[src/rtl/aes128_cbc_block_cipher_defines.svh]
// Assertion macros for the AES-128 CBC block.
`ifndef AES128_CBC_BLOCK_CIPHER_DEFINES_SVH
`define AES128_CBC_BLOCK_CIPHER_DEFINES_SVH
// implication checked on every clock edge outside reset
`define ACBC_ASSERT_IMPL(label, clk_s, rst_s, ante, cons, msg) \
    label: assert property (@(posedge clk_s) disable iff (!rst_s) (ante) |-> (cons)) \
        else $error(msg);
// next-cycle implication
`define ACBC_ASSERT_NEXT(label, clk_s, rst_s, ante, cons, msg) \
    label: assert property (@(posedge clk_s) disable iff (!rst_s) (ante) |=> (cons)) \
        else $error(msg);
`endif

[src/rtl/acbc_ram.sv]
// Generic single-port-write, registered-read RAM.
module acbc_ram #(
    parameter int WIDTH = 8,
    parameter int DEPTH = 16
) (
    input  logic                     clk,
    input  logic                     we,
    input  logic [$clog2(DEPTH)-1:0] waddr,
    input  logic [WIDTH-1:0]         wdata,
    input  logic [$clog2(DEPTH)-1:0] raddr,
    output logic [WIDTH-1:0]         rdata
);
    logic [WIDTH-1:0] mem [DEPTH];

    always_ff @(posedge clk)
    begin
        if (we)
        begin
            mem[waddr] <= wdata;
        end
        rdata <= mem[raddr];
    end
endmodule

[config.mk]
export PLATFORM = sky130hd
export DESIGN_NAME = acbc_ram
export DESIGN_NICKNAME = d
export VERILOG_FILES = /design/src/rtl/aes128_cbc_block_cipher_defines.svh /design/src/rtl/acbc_ram.sv
export SDC_FILE = /design/constraint.sdc
export NUM_CORES = 1
export LEC_CHECK = 0
export BUFFER_PORTS_ARGS = -buffer_cell sky130_fd_sc_hd__buf_4
export CAP_MARGIN = 20
export CORE_MARGIN = 5
export CORE_UTILIZATION = 65
export DETAILED_ROUTE_END_ITERATION = 8
export PLACE_DENSITY = 0.9
export SLEW_MARGIN = 5
export SYNTH_ARGS = -nofsm -noshare
export SYNTH_HDL_FRONTEND = slang
export SYNTH_SLANG_ARGS = --single-unit
[constraint.sdc]
create_clock -name clk -period 5.14 [get_ports clk]
set_clock_uncertainty 0.2 [all_clocks]
set_input_delay 0.514 -clock clk [delete_from_list [all_inputs] [get_ports clk]]
set_output_delay 0.514 -clock clk [all_outputs]
set_load 0.03 [all_outputs]
==> flow_summary_export.csv, run 1 <==
group,metric,value,unit
run_status,outcome,"complete, no violations",
clock_network,clock_tree_from_tritoncts,"yes",
setup_path,critPathArrivalTime,1.95,ns
route,met2_wire_length,5380,µm
placed_design,placement.io_buffers,25,
route,drt_iter0_drc,358,
layout,final_cells,381,
route,post_drt_wl_per_cell,27.3,µm
setup_path,critical_path.reg2reg.startpoint,"mem[6][1]$_DFFE_PP_",
sta,setup-violations-final,0,
route,detailedRoute.firstPassIterationCount,4,
floorplanning,floorplan.die_area,0.00980,mm²
logic_synthesis,synthesis.nets,247,
clock_network,insertion_delay,0.51,ns
setup_path,r2r.worst_path.cells,3,
route,via_per_inst,6.49,
layout,layout.area.seq,0.00400,mm²
min_path,min_delay_path_depth,1,
clock_network,cts_inserted_buffers,17,
placed_design,place_area,0.00539,mm²
route,drc,0,
layout,n_antenna_cell,0,
flow_run,drv_cap,0,
min_path,hold_path.class,"primary input to flop",
global_routing,grt_pass1_wl,16000,µm
layout,syn2layout_area_growth,16.9,%
setup_path,worst-path-max-fanout,8,
clock_network,ctsLongestPathBuffers,2,
logic_synthesis,synth_cell_type_count,19,
logic_synthesis,synth-seq-cells,136,
clock_network,cts-htree-levels,4,
floorplanning,ios,26,
setup_path,crit_end_category,"flop",
setup_path,timing_worst_setup_path_type,"primary input to flop",
route,top_layer_used,"met4",
logic_synthesis,number_of_standard_cells_after_synthesis,229,
sta,tns,0,ns
sta,final_number_of_hold_violating_endpoints,0,
setup_path,regToRegSetupSlack,3.45,ns
floorplanning,die_width,99.0,µm
layout,final_design_area_no_fill,0.00602,mm²
clock_network,clkSlewWorstSetupHoldPaths,0.06,ns
sta,worst_relative_slew_slack,31.1,%
setup_path,cp-startpoint,"waddr[2]",
setup_path,crit_end,"mem[0][3]$_DFFE_PP_",
logic_synthesis,count_of_synthesis_stage_warnings_from_yosys,0,
setup_path,timing.critical_path.required,5.07,ns
power,powerDensity,438,mW/mm²
clock_network,clock_tree.root_cell,"sky130_fd_sc_hd__clkbuf_8",
layout,num-fill-cells,364,
setup_path,crit_start_category,"primary input",
sta,rsz0062_at_grt,"no",
route,num_vias,2474,
floorplanning,initial_core_util,66.6,%
clock_network,post_cts.resized_instances,0,
sta,final.min_clock_period,2.02,ns
route,wl,10400,µm
global_routing,global_route.overflow_total,0,
global_routing,grt_pass1_vias,2552,
logic_synthesis,synth_sequential_area_ratio,77.8,%
placed_design,hpwl,5540,µm
sta,timing.hold.ws,0.114,ns
route,route.antenna.remaining_nets,0,
sta,clock.fmax,495,MHz
global_routing,grt_max_degree,33,
clock_network,postCtsSetupRepairBufs,0,
logic_synthesis,netlist_area,0.00515,mm²
layout,drive_gt1_share,27.6,%
route,detailroute.wirelength.met3,863,µm
setup_path,critical_path.reg2reg.endpoint,"rdata[1]$_DFF_P_",
logic_synthesis,synth_area_per_cell,22.5,µm²
floorplanning,die-height,99.0,µm
floorplanning,core.rowCount,32,
power,vdd_drop_max,0.412,mV
global_routing,grtUsageTotal,23.6,%
sta,post-route-period-util,39.3,%
route,route.layer.met1.wl,3970,µm
clock_network,cts_hold_buffers,0,
clock_network,clock-sinks,136,
placed_design,numPlacedInstances,348,
sta,slew_at_the_pin_closest_to_its_max_slew_limit,1.03,ns
power,cellLeakagePower,2.02,nW
layout,nets_finish,284,
layout,multi_input_combinational_cell_area,0.00106,mm²
sta,drv_slew,0,
global_routing,initial_antenna_violation_count,0,
placed_design,gp_routability_congestion,0.757,
floorplanning,floorplan.core_area,0.00773,mm²
[logic make-up after synthesis]
group           synth area share (%)
simple gates                    3.18
mux                             15.0
flops                           77.8
buf+inv                         1.68
compound gates                  2.33
[layout by cell type (no fill, tap or decap), drive strengths merged]
master    netlist  routed
dfxtp           8       8
or3b            1       1
nand3           1       1
bufinv          0       4
clkbuf          0      22
nand3b          2       2
nor2           13      13
mux4           32      32
nor2b           1       1
clkinvlp        0       3
clkinv          0       3
edfxtp        128     128
and2b           1       1
and2            1       1
nand2           9       9
nor3            4       4
a22oi          16      16
nand2b          2       2
inv             0       1
buf             7      27
[final cells by class]
cell class | instances | share of cell area (%)
Sequential cell | 136 | 66.6
Clock buffer | 21 | 7.47
Tap cell | 102 | 2.12
Clock inverter | 11 | 2.83
Timing Repair Buffer | 28 | 3.45
Multi-Input combinational cell | 83 | 17.6
[power by group]
part           internal (W)  total (W)  switching [W]
clock              0.000814    0.00126       0.000442
combinational     0.0000524   0.000131      0.0000788
sequential          0.00124    0.00125     0.00000796
total               0.00211    0.00264       0.000529
[state kept, by name, indices dropped and copies added (netlist names)]
| name | flops |
|---|---|
| rdata | 8 |
| mem | 128 |
[critical path, stage by stage]
cell	delay, ns
sky130_fd_sc_hd__buf_4	0.12
sky130_fd_sc_hd__or3b_2	0.51
sky130_fd_sc_hd__nor3_1	0.80
[metal layers]
| layer | GRT usage [%] | vias to the layer above |
|---|---|---|
| met5 | 0 | - |
| met4 | 9.56 | 0 |
| met3 | 6.86 | 15 |
| met2 | 37.6 | 130 |
| met1 | 31.0 | 1286 |
| li1 | - | 1043 |
[through the flow]
step	setup WS [ns]	total power [W]	util, %
after CTS	3.15	0.00265	77.8
after floorplan	2.93	0.00135	-
final	3.12	0.00264	77.8
after detailed placement	2.60	0.00140	69.8
after global placement	2.67	0.00139	69.8
after global routing	3.14	0.00272	77.8
[worst min path at each step]
stage,start,endpoint,slack (ns)
2_1_floorplan,wdata[0],mem[0][0]$_DFFE_PP_,0.41
3_3_place_gp,mem[15][3]$_DFFE_PP_,rdata[3]$_DFF_P_,0.45
3_5_place_dp,mem[12][3]$_DFFE_PP_,rdata[3]$_DFF_P_,0.46
4_1_cts,wdata[6],mem[3][6]$_DFFE_PP_,0.08
5_1_grt,wdata[6],mem[6][6]$_DFFE_PP_,0.09
6_report,wdata[0],mem[5][0]$_DFFE_PP_,0.11
[synth_stat cells, drive strengths merged]
library cell / n / area share (%)
clkdlybuf4s25: 3 / 0.58
and2: 1 / 0.12
nand3b: 2 / 0.29
nor3: 4 / 0.39
nand3: 1 / 0.097
nand2b: 2 / 0.24
nand2: 9 / 0.66
and2b: 1 / 0.15
nor2: 13 / 0.95
dfxtp: 8 / 3.1
buf: 7 / 1.1
mux4: 32 / 15
a22oi: 16 / 2.3
edfxtp: 128 / 75
nor2b: 1 / 0.12
or3b: 1 / 0.17
(Power assumes the default switching activity.)
==> run 2: changes to the inputs <==
CORE_UTILIZATION = 54   (was 65)
PLACE_DENSITY = 0.8   (was 0.9)
clock period = 1.8 ns   (was 5.14 ns; I/O delays follow)
==> flow_summary_export.csv, run 2 (same netlist as run 1, synthesis figures left out) <==
group,metric,value,unit
sta,rsz0062_at_grt,"yes",
clock_network,cts-htree-levels,4,
setup_path,crit_start_category,"primary input",
layout,top_regs,"mem (128), rdata (8)",
layout,commonest_cells_after_routing_fill_and_taps_aside,"sky130_fd_sc_hd__edfxtp_1, sky130_fd_sc_hd__buf_4, sky130_fd_sc_hd__mux4_2",
layout,n_antenna_cell,0,
route,route.antenna.remaining_nets,0,
power,cellLeakagePower,2.19,nW
clock_network,ctsLongestPathBuffers,2,
layout,syn2layout_area_growth,23.8,%
placed_design,hpwl,6330,µm
floorplanning,die_width,108,µm
setup_path,r2r.worst_path.cells,3,
sta,timing.hold.ws,0.0686,ns
placed_design,placement.io_buffers,25,
route,num_vias,2506,
floorplanning,ios,26,
sta,tns,0,ns
layout,final_cells,441,
setup_path,regToRegSetupSlack,0.23,ns
setup_path,cpMaxStageDelayCell,"sky130_fd_sc_hd__dlygate4sd3_1",
layout,largest_reg_flops,128,
setup_path,crit_path_cell_trace,"dlygate4sd3_1 -> buf_4 -> buf_12 -> mux4_2 -> a22oi_1 -> nand2_1",
route,wl,10200,µm
clock_network,clock_tree.root_cell,"sky130_fd_sc_hd__clkbuf_8",
sta,slew_at_the_pin_closest_to_its_max_slew_limit,0.401,ns
min_path,timing.hold.worst.start,"raddr[2]",
placed_design,gp_routability_congestion,0.747,
min_path,min_delay_path_depth,5,
placed_design,place_area,0.00566,mm²
min_path,hold_path.class,"primary input to flop",
min_path,capture_endpoint_of_the_worst_hold_path,"rdata[2]$_DFF_P_",
floorplanning,die-height,108,µm
setup_path,critical_path_buf_inv_count,3,
flow_run,drv_cap,0,
sta,final.min_clock_period,1.77,ns
layout,drive_gt1_share,34.0,%
layout,final_design_area_no_fill,0.00637,mm²
global_routing,grt_pass1_wl,15900,µm
setup_path,critical_path.reg2reg.endpoint,"rdata[6]$_DFF_P_",
global_routing,global_route.overflow_total,0,
setup_path,critPathArrivalTime,1.95,ns
route,via_per_inst,5.68,
placed_design,numPlacedInstances,397,
clock_network,insertion_delay,0.52,ns
setup_path,critical_path_s_top_delay_family,"buffers and inverters",
setup_path,timing.critical_path.required,1.98,ns
clock_network,clock_tree_from_tritoncts,"yes",
floorplanning,core.rowCount,35,
sta,final_number_of_hold_violating_endpoints,0,
sta,worst_relative_slew_slack,73.3,%
global_routing,grt_pass1_vias,2687,
setup_path,timing_worst_setup_path_type,"primary input to flop",
setup_path,worst-path-max-fanout,9,
run_status,outcome,"complete, no violations",
clock_network,clock-sinks,136,
layout,most_flops_register,"mem",
global_routing,initial_antenna_violation_count,0,
power,powerDensity,1140,mW/mm²
layout,leading_cell_type_in_the_layout_fill_and_taps_excluded,"sky130_fd_sc_hd__edfxtp_1",
floorplanning,initial_core_util,55.4,%
sta,post-route-period-util,98.5,%
power,vdd_drop_max,0.900,mV
route,drt_iter0_drc,275,
layout,nets_finish,317,
route,drc,0,
floorplanning,floorplan.die_area,0.0116,mm²
sta,drv_slew,0,
setup_path,crit_end_category,"flop",
sta,clock.fmax,564,MHz
setup_path,cp_slowest_stage_delay,0.52,ns
global_routing,grtUsageTotal,19.5,%
clock_network,clkSlewWorstSetupHoldPaths,0.06,ns
global_routing,grt_max_degree,17,
clock_network,cts_inserted_buffers,17,
route,post_drt_wl_per_cell,23.1,µm
floorplanning,floorplan.core_area,0.00928,mm²
setup_path,critical_path.reg2reg.startpoint,"mem[15][6]$_DFFE_PP_",
sta,setup-violations-final,0,
route,detailedRoute.firstPassIterationCount,5,
setup_path,cp-startpoint,"raddr[0]",
run 2: cell types whose count changed in the layout (fill, tap and decap cells not counted), moves of 2 or more:
cell | previous run | this run
sky130_fd_sc_hd__a22oi_1 | 16 | 10
sky130_fd_sc_hd__buf_4 | 27 | 43
sky130_fd_sc_hd__clkinv_2 | 2 | 5
sky130_fd_sc_hd__dlygate4sd3_1 | 0 | 12
sky130_fd_sc_hd__bufinv_16 | 4 | 2
sky130_fd_sc_hd__a22oi_2 | 0 | 6
sky130_fd_sc_hd__buf_12 | 0 | 5
sky130_fd_sc_hd__clkinv_4 | 1 | 4
sky130_fd_sc_hd__clkinvlp_4 | 3 | 1
run 2: final cells by class:
class                   instances  area [µm²]
clock inverters                13         131
repair buffers                 61         554
fillers                       586        2910
flip-flops and latches        136        4000
clock buffers                  19         432
well taps                     129         161
multi-input cells              83        1090
run 2: worst max path at each step:
stage,cells past startpoint,slack [ns],endpoint
2_1_floorplan,2,0.15,mem[3][0]$_DFFE_PP_
3_3_place_gp,5,0.03,rdata[3]$_DFF_P_
3_5_place_dp,5,0.04,rdata[3]$_DFF_P_
4_1_cts,6,0.02,rdata[3]$_DFF_P_
5_1_grt,6,-0.02,rdata[5]$_DFF_P_
6_report,6,0.03,rdata[6]$_DFF_P_
run 2: power by group:
part / internal [W] / switching (W)
sequential: 0.00354 / 0.0000241
clock: 0.00199 / 0.00124
combinational: 0.000202 / 0.000238
total: 0.00574 / 0.00150
run 2: what timing repair did:
| action | in CTS | in global routing |
|---|---|---|
| endpoints found under the hold margin | 161 | 0 |
| endpoints found under the setup margin | 0 | 15 |
| resized for setup | 0 | 8 |
| setup buffers | 0 | 0 |
| hold buffers | 13 | 0 |
run 2: worst min-delay path: stages:
cell,delay (ns)
sky130_fd_sc_hd__buf_4,0.11
sky130_fd_sc_hd__nor2b_1,0.04
sky130_fd_sc_hd__buf_4,0.17
sky130_fd_sc_hd__a22oi_1,0.17
sky130_fd_sc_hd__nand2_1,0.06
run 2: stage by stage:
step / setup WS, ns / utilization [%] / power (W)
2_1_floorplan: 0.154 / - / 0.00384
3_3_place_gp: 0.0281 / 60.9 / 0.00402
3_5_place_dp: 0.0401 / 60.9 / 0.00404
4_1_cts: 0.0240 / 68.4 / 0.00726
5_1_grt: -0.0154 / 68.6 / 0.00748
6_report: 0.0265 / 68.6 / 0.00724
run 2: metal layers:
layer / routed length [µm] / vias up / global-route usage, %
met1: 4120 / 1262 / 26.7
met5: 0 / - / 0
met2: 5040 / 115 / 30.1
li1: - / 1111 / -
met3: 783 / 18 / 5.58
met4: 216 / 0 / 7.75
==> run 3: changes to the inputs <==
BUFFER_PORTS_ARGS = unset   (was -buffer_cell sky130_fd_sc_hd__buf_4)
CORE_UTILIZATION = 56   (was 54)
DONT_BUFFER_PORTS = 1   (was unset)
==> flow_summary_export.csv, run 3 (same netlist as run 1, synthesis figures left out) <==
group,metric,value,unit
layout,top_regs,"mem (128), rdata (8)",
run_status,failed_checks,"negative hold slack",
clock_network,cts-htree-levels,4,
route,route.antenna.remaining_nets,0,
sta,crit_path_setup_slack_layout,0.0350,ns
setup_path,critical_path_depth,4,
clock_network,ctsLongestPathBuffers,2,
floorplanning,core.rowCount,35,
global_routing,initial_antenna_violation_count,0,
route,post_drt_wl_per_cell,25.3,µm
placed_design,gp_routability_congestion,0.732,
run_status,outcome,"finished with violations",
power,netSwitchingPower,0.00150,W
power,power.combinational.fraction,3.9,%
route,drt_iter0_drc,250,
setup_path,worst_path_most_repeated_cell,"sky130_fd_sc_hd__dlygate4sd3_1",
setup_path,crit_end_category,"flop",
floorplanning,initial_core_util,56.5,%
setup_path,crit_path_cell_trace,"dlygate4sd3_1 -> nor3_2 -> dlygate4sd3_1 -> buf_4",
clock_network,clock_tree_from_tritoncts,"yes",
clock_network,clock-sinks,136,
global_routing,global_route.overflow_total,0,
clock_network,post_cts.resized_instances,0,
layout,nets_finish,289,
floorplanning,die-height,106,µm
setup_path,timing_worst_setup_path_type,"primary input to flop",
flow_run,drv_cap,0,
layout,syn2layout_area_growth,17.8,%
global_routing,grt_max_degree,33,
layout,num-fill-cells,578,
global_routing,gr-max-usage-layer,"met2",
sta,drv_slew,0,
layout,largest_reg_flops,128,
layout,post-route-util,66.6,%
power,internal_power,0.00564,W
route,drc,0,
setup_path,critical_path_s_top_delay_family,"buffers and inverters",
sta,setup-violations-final,0,
setup_path,crit_start_category,"primary input",
min_path,capture_endpoint_of_the_worst_hold_path,"rdata[7]$_DFF_P_",
global_routing,grt_pass1_wl,15300,µm
layout,leading_cell_type_in_the_layout_fill_and_taps_excluded,"sky130_fd_sc_hd__edfxtp_1",
sta,tns,0,ns
clock_network,postCtsSetupRepairBufs,0,
power,powerDensity,1180,mW/mm²
global_routing,grt_util_met1,26.3,%
global_routing,grtUsageTotal,19.5,%
setup_path,cpMaxStageDelayCell,"sky130_fd_sc_hd__dlygate4sd3_1",
clock_network,cts_hold_buffers,13,
sta,final.min_clock_period,1.77,ns
placed_design,place_area,0.00536,mm²
layout,n_antenna_cell,0,
setup_path,critical_path.reg2reg.endpoint,"rdata[5]$_DFF_P_",
clock_network,cts_inserted_buffers,17,
power,swShare,21.0,%
layout,final_design_area_no_fill,0.00606,mm²
clock_network,insertion_delay,0.51,ns
min_path,timing.hold.worst.start,"raddr[0]",
floorplanning,die_width,106,µm
floorplanning,floorplan.core_area,0.00911,mm²
global_routing,grt_pass1_vias,2635,
layout,most_flops_register,"mem",
sta,timing.hold.ws,-0.153,ns
setup_path,r2r.worst_path.cells,3,
power,cellLeakagePower,2.03,nW
floorplanning,floorplan.die_area,0.0112,mm²
global_routing,met3_usage,6.12,%
setup_path,worst-path-max-fanout,8,
clock_network,clkSlewWorstSetupHoldPaths,0.06,ns
layout,commonest_cells_after_routing_fill_and_taps_aside,"sky130_fd_sc_hd__edfxtp_1, sky130_fd_sc_hd__buf_4, sky130_fd_sc_hd__mux4_2",
power,power.sequential.fraction,50.6,%
min_path,min_delay_path_depth,3,
setup_path,cp_slowest_stage_delay,0.65,ns
sta,clock.fmax,567,MHz
sta,final_number_of_hold_violating_endpoints,8,
route,via_per_inst,6.32,
floorplanning,ios,26,
sta,worst_relative_slew_slack,61.6,%
setup_path,regToRegSetupSlack,0.19,ns
sta,rsz0062_at_grt,"no",
sta,slew_at_the_pin_closest_to_its_max_slew_limit,0.574,ns
setup_path,critPathArrivalTime,1.78,ns
placed_design,detailedPlace.worstSlack,0.229,ns
layout,drive_gt1_share,25.7,%
route,wl,9990,µm
power,vdd_drop_max,0.928,mV
global_routing,grt_met2_use,29.8,%
placed_design,placement.io_buffers,0,
setup_path,critical_path.reg2reg.startpoint,"mem[1][5]$_DFFE_PP_",
min_path,hold_path.class,"primary input to flop",
route,detailedRoute.firstPassIterationCount,4,
setup_path,critical_path_buf_inv_count,3,
setup_path,cp-startpoint,"waddr[1]",
sta,post-route-period-util,98.1,%
setup_path,timing.critical_path.required,1.81,ns
power,power_frac_clock,45.5,%
route,num_vias,2496,
placed_design,hpwl,5990,µm
clock_network,clock_tree.root_cell,"sky130_fd_sc_hd__clkbuf_8",
## run 3: worst max path at each step
stage / endpoint / slack [ns]
3_5_place_dp: rdata[0]$_DFF_P_ / 0.23
3_3_place_gp: rdata[7]$_DFF_P_ / 0.25
2_1_floorplan: mem[3][0]$_DFFE_PP_ / 0.15
5_1_grt: mem[0][2]$_DFFE_PP_ / 0.04
6_report: mem[0][2]$_DFFE_PP_ / 0.03
4_1_cts: mem[0][2]$_DFFE_PP_ / 0.10
## run 3: final cells by class
class                      count  area, µm²  share of cell area, %
sequential                   136       4000                   66.0
clock inverter                15        154                   2.54
multi-input combinational     83       1060                   17.5
clock buffer                  17        414                   6.83
tap                          111        139                   2.29
timing repair buffer          33        290                   4.79
## run 3: power by group through the flow
stage                     sequential [W]  clock, W  combinational (W)
after global placement           0.00367         0           0.000194
after detailed placement         0.00368         0           0.000199
final                            0.00361   0.00325           0.000280
after floorplan                  0.00366         0           0.000180
after global routing             0.00361   0.00345           0.000298
after CTS                        0.00361   0.00329           0.000280
## run 3: stage by stage
stage	total power (W)	cells
floorplan	0.00384	229
global placement	0.00387	350
detailed placement	0.00388	350
CTS	0.00719	395
global route	0.00736	395
finish	0.00714	395
## run 3: layer usage
metal / wire, µm / vias up
li1: - / 1057
met4: 157 / 0
met5: 0 / -
met3: 1030 / 11
met1: 3800 / 1283
met2: 4990 / 145
## run 3: worst min-delay path, cell delays in order
cell and delay (ns):
sky130_fd_sc_hd__mux4_2 0.20, sky130_fd_sc_hd__a22oi_1 0.08, sky130_fd_sc_hd__nand2_1 0.07
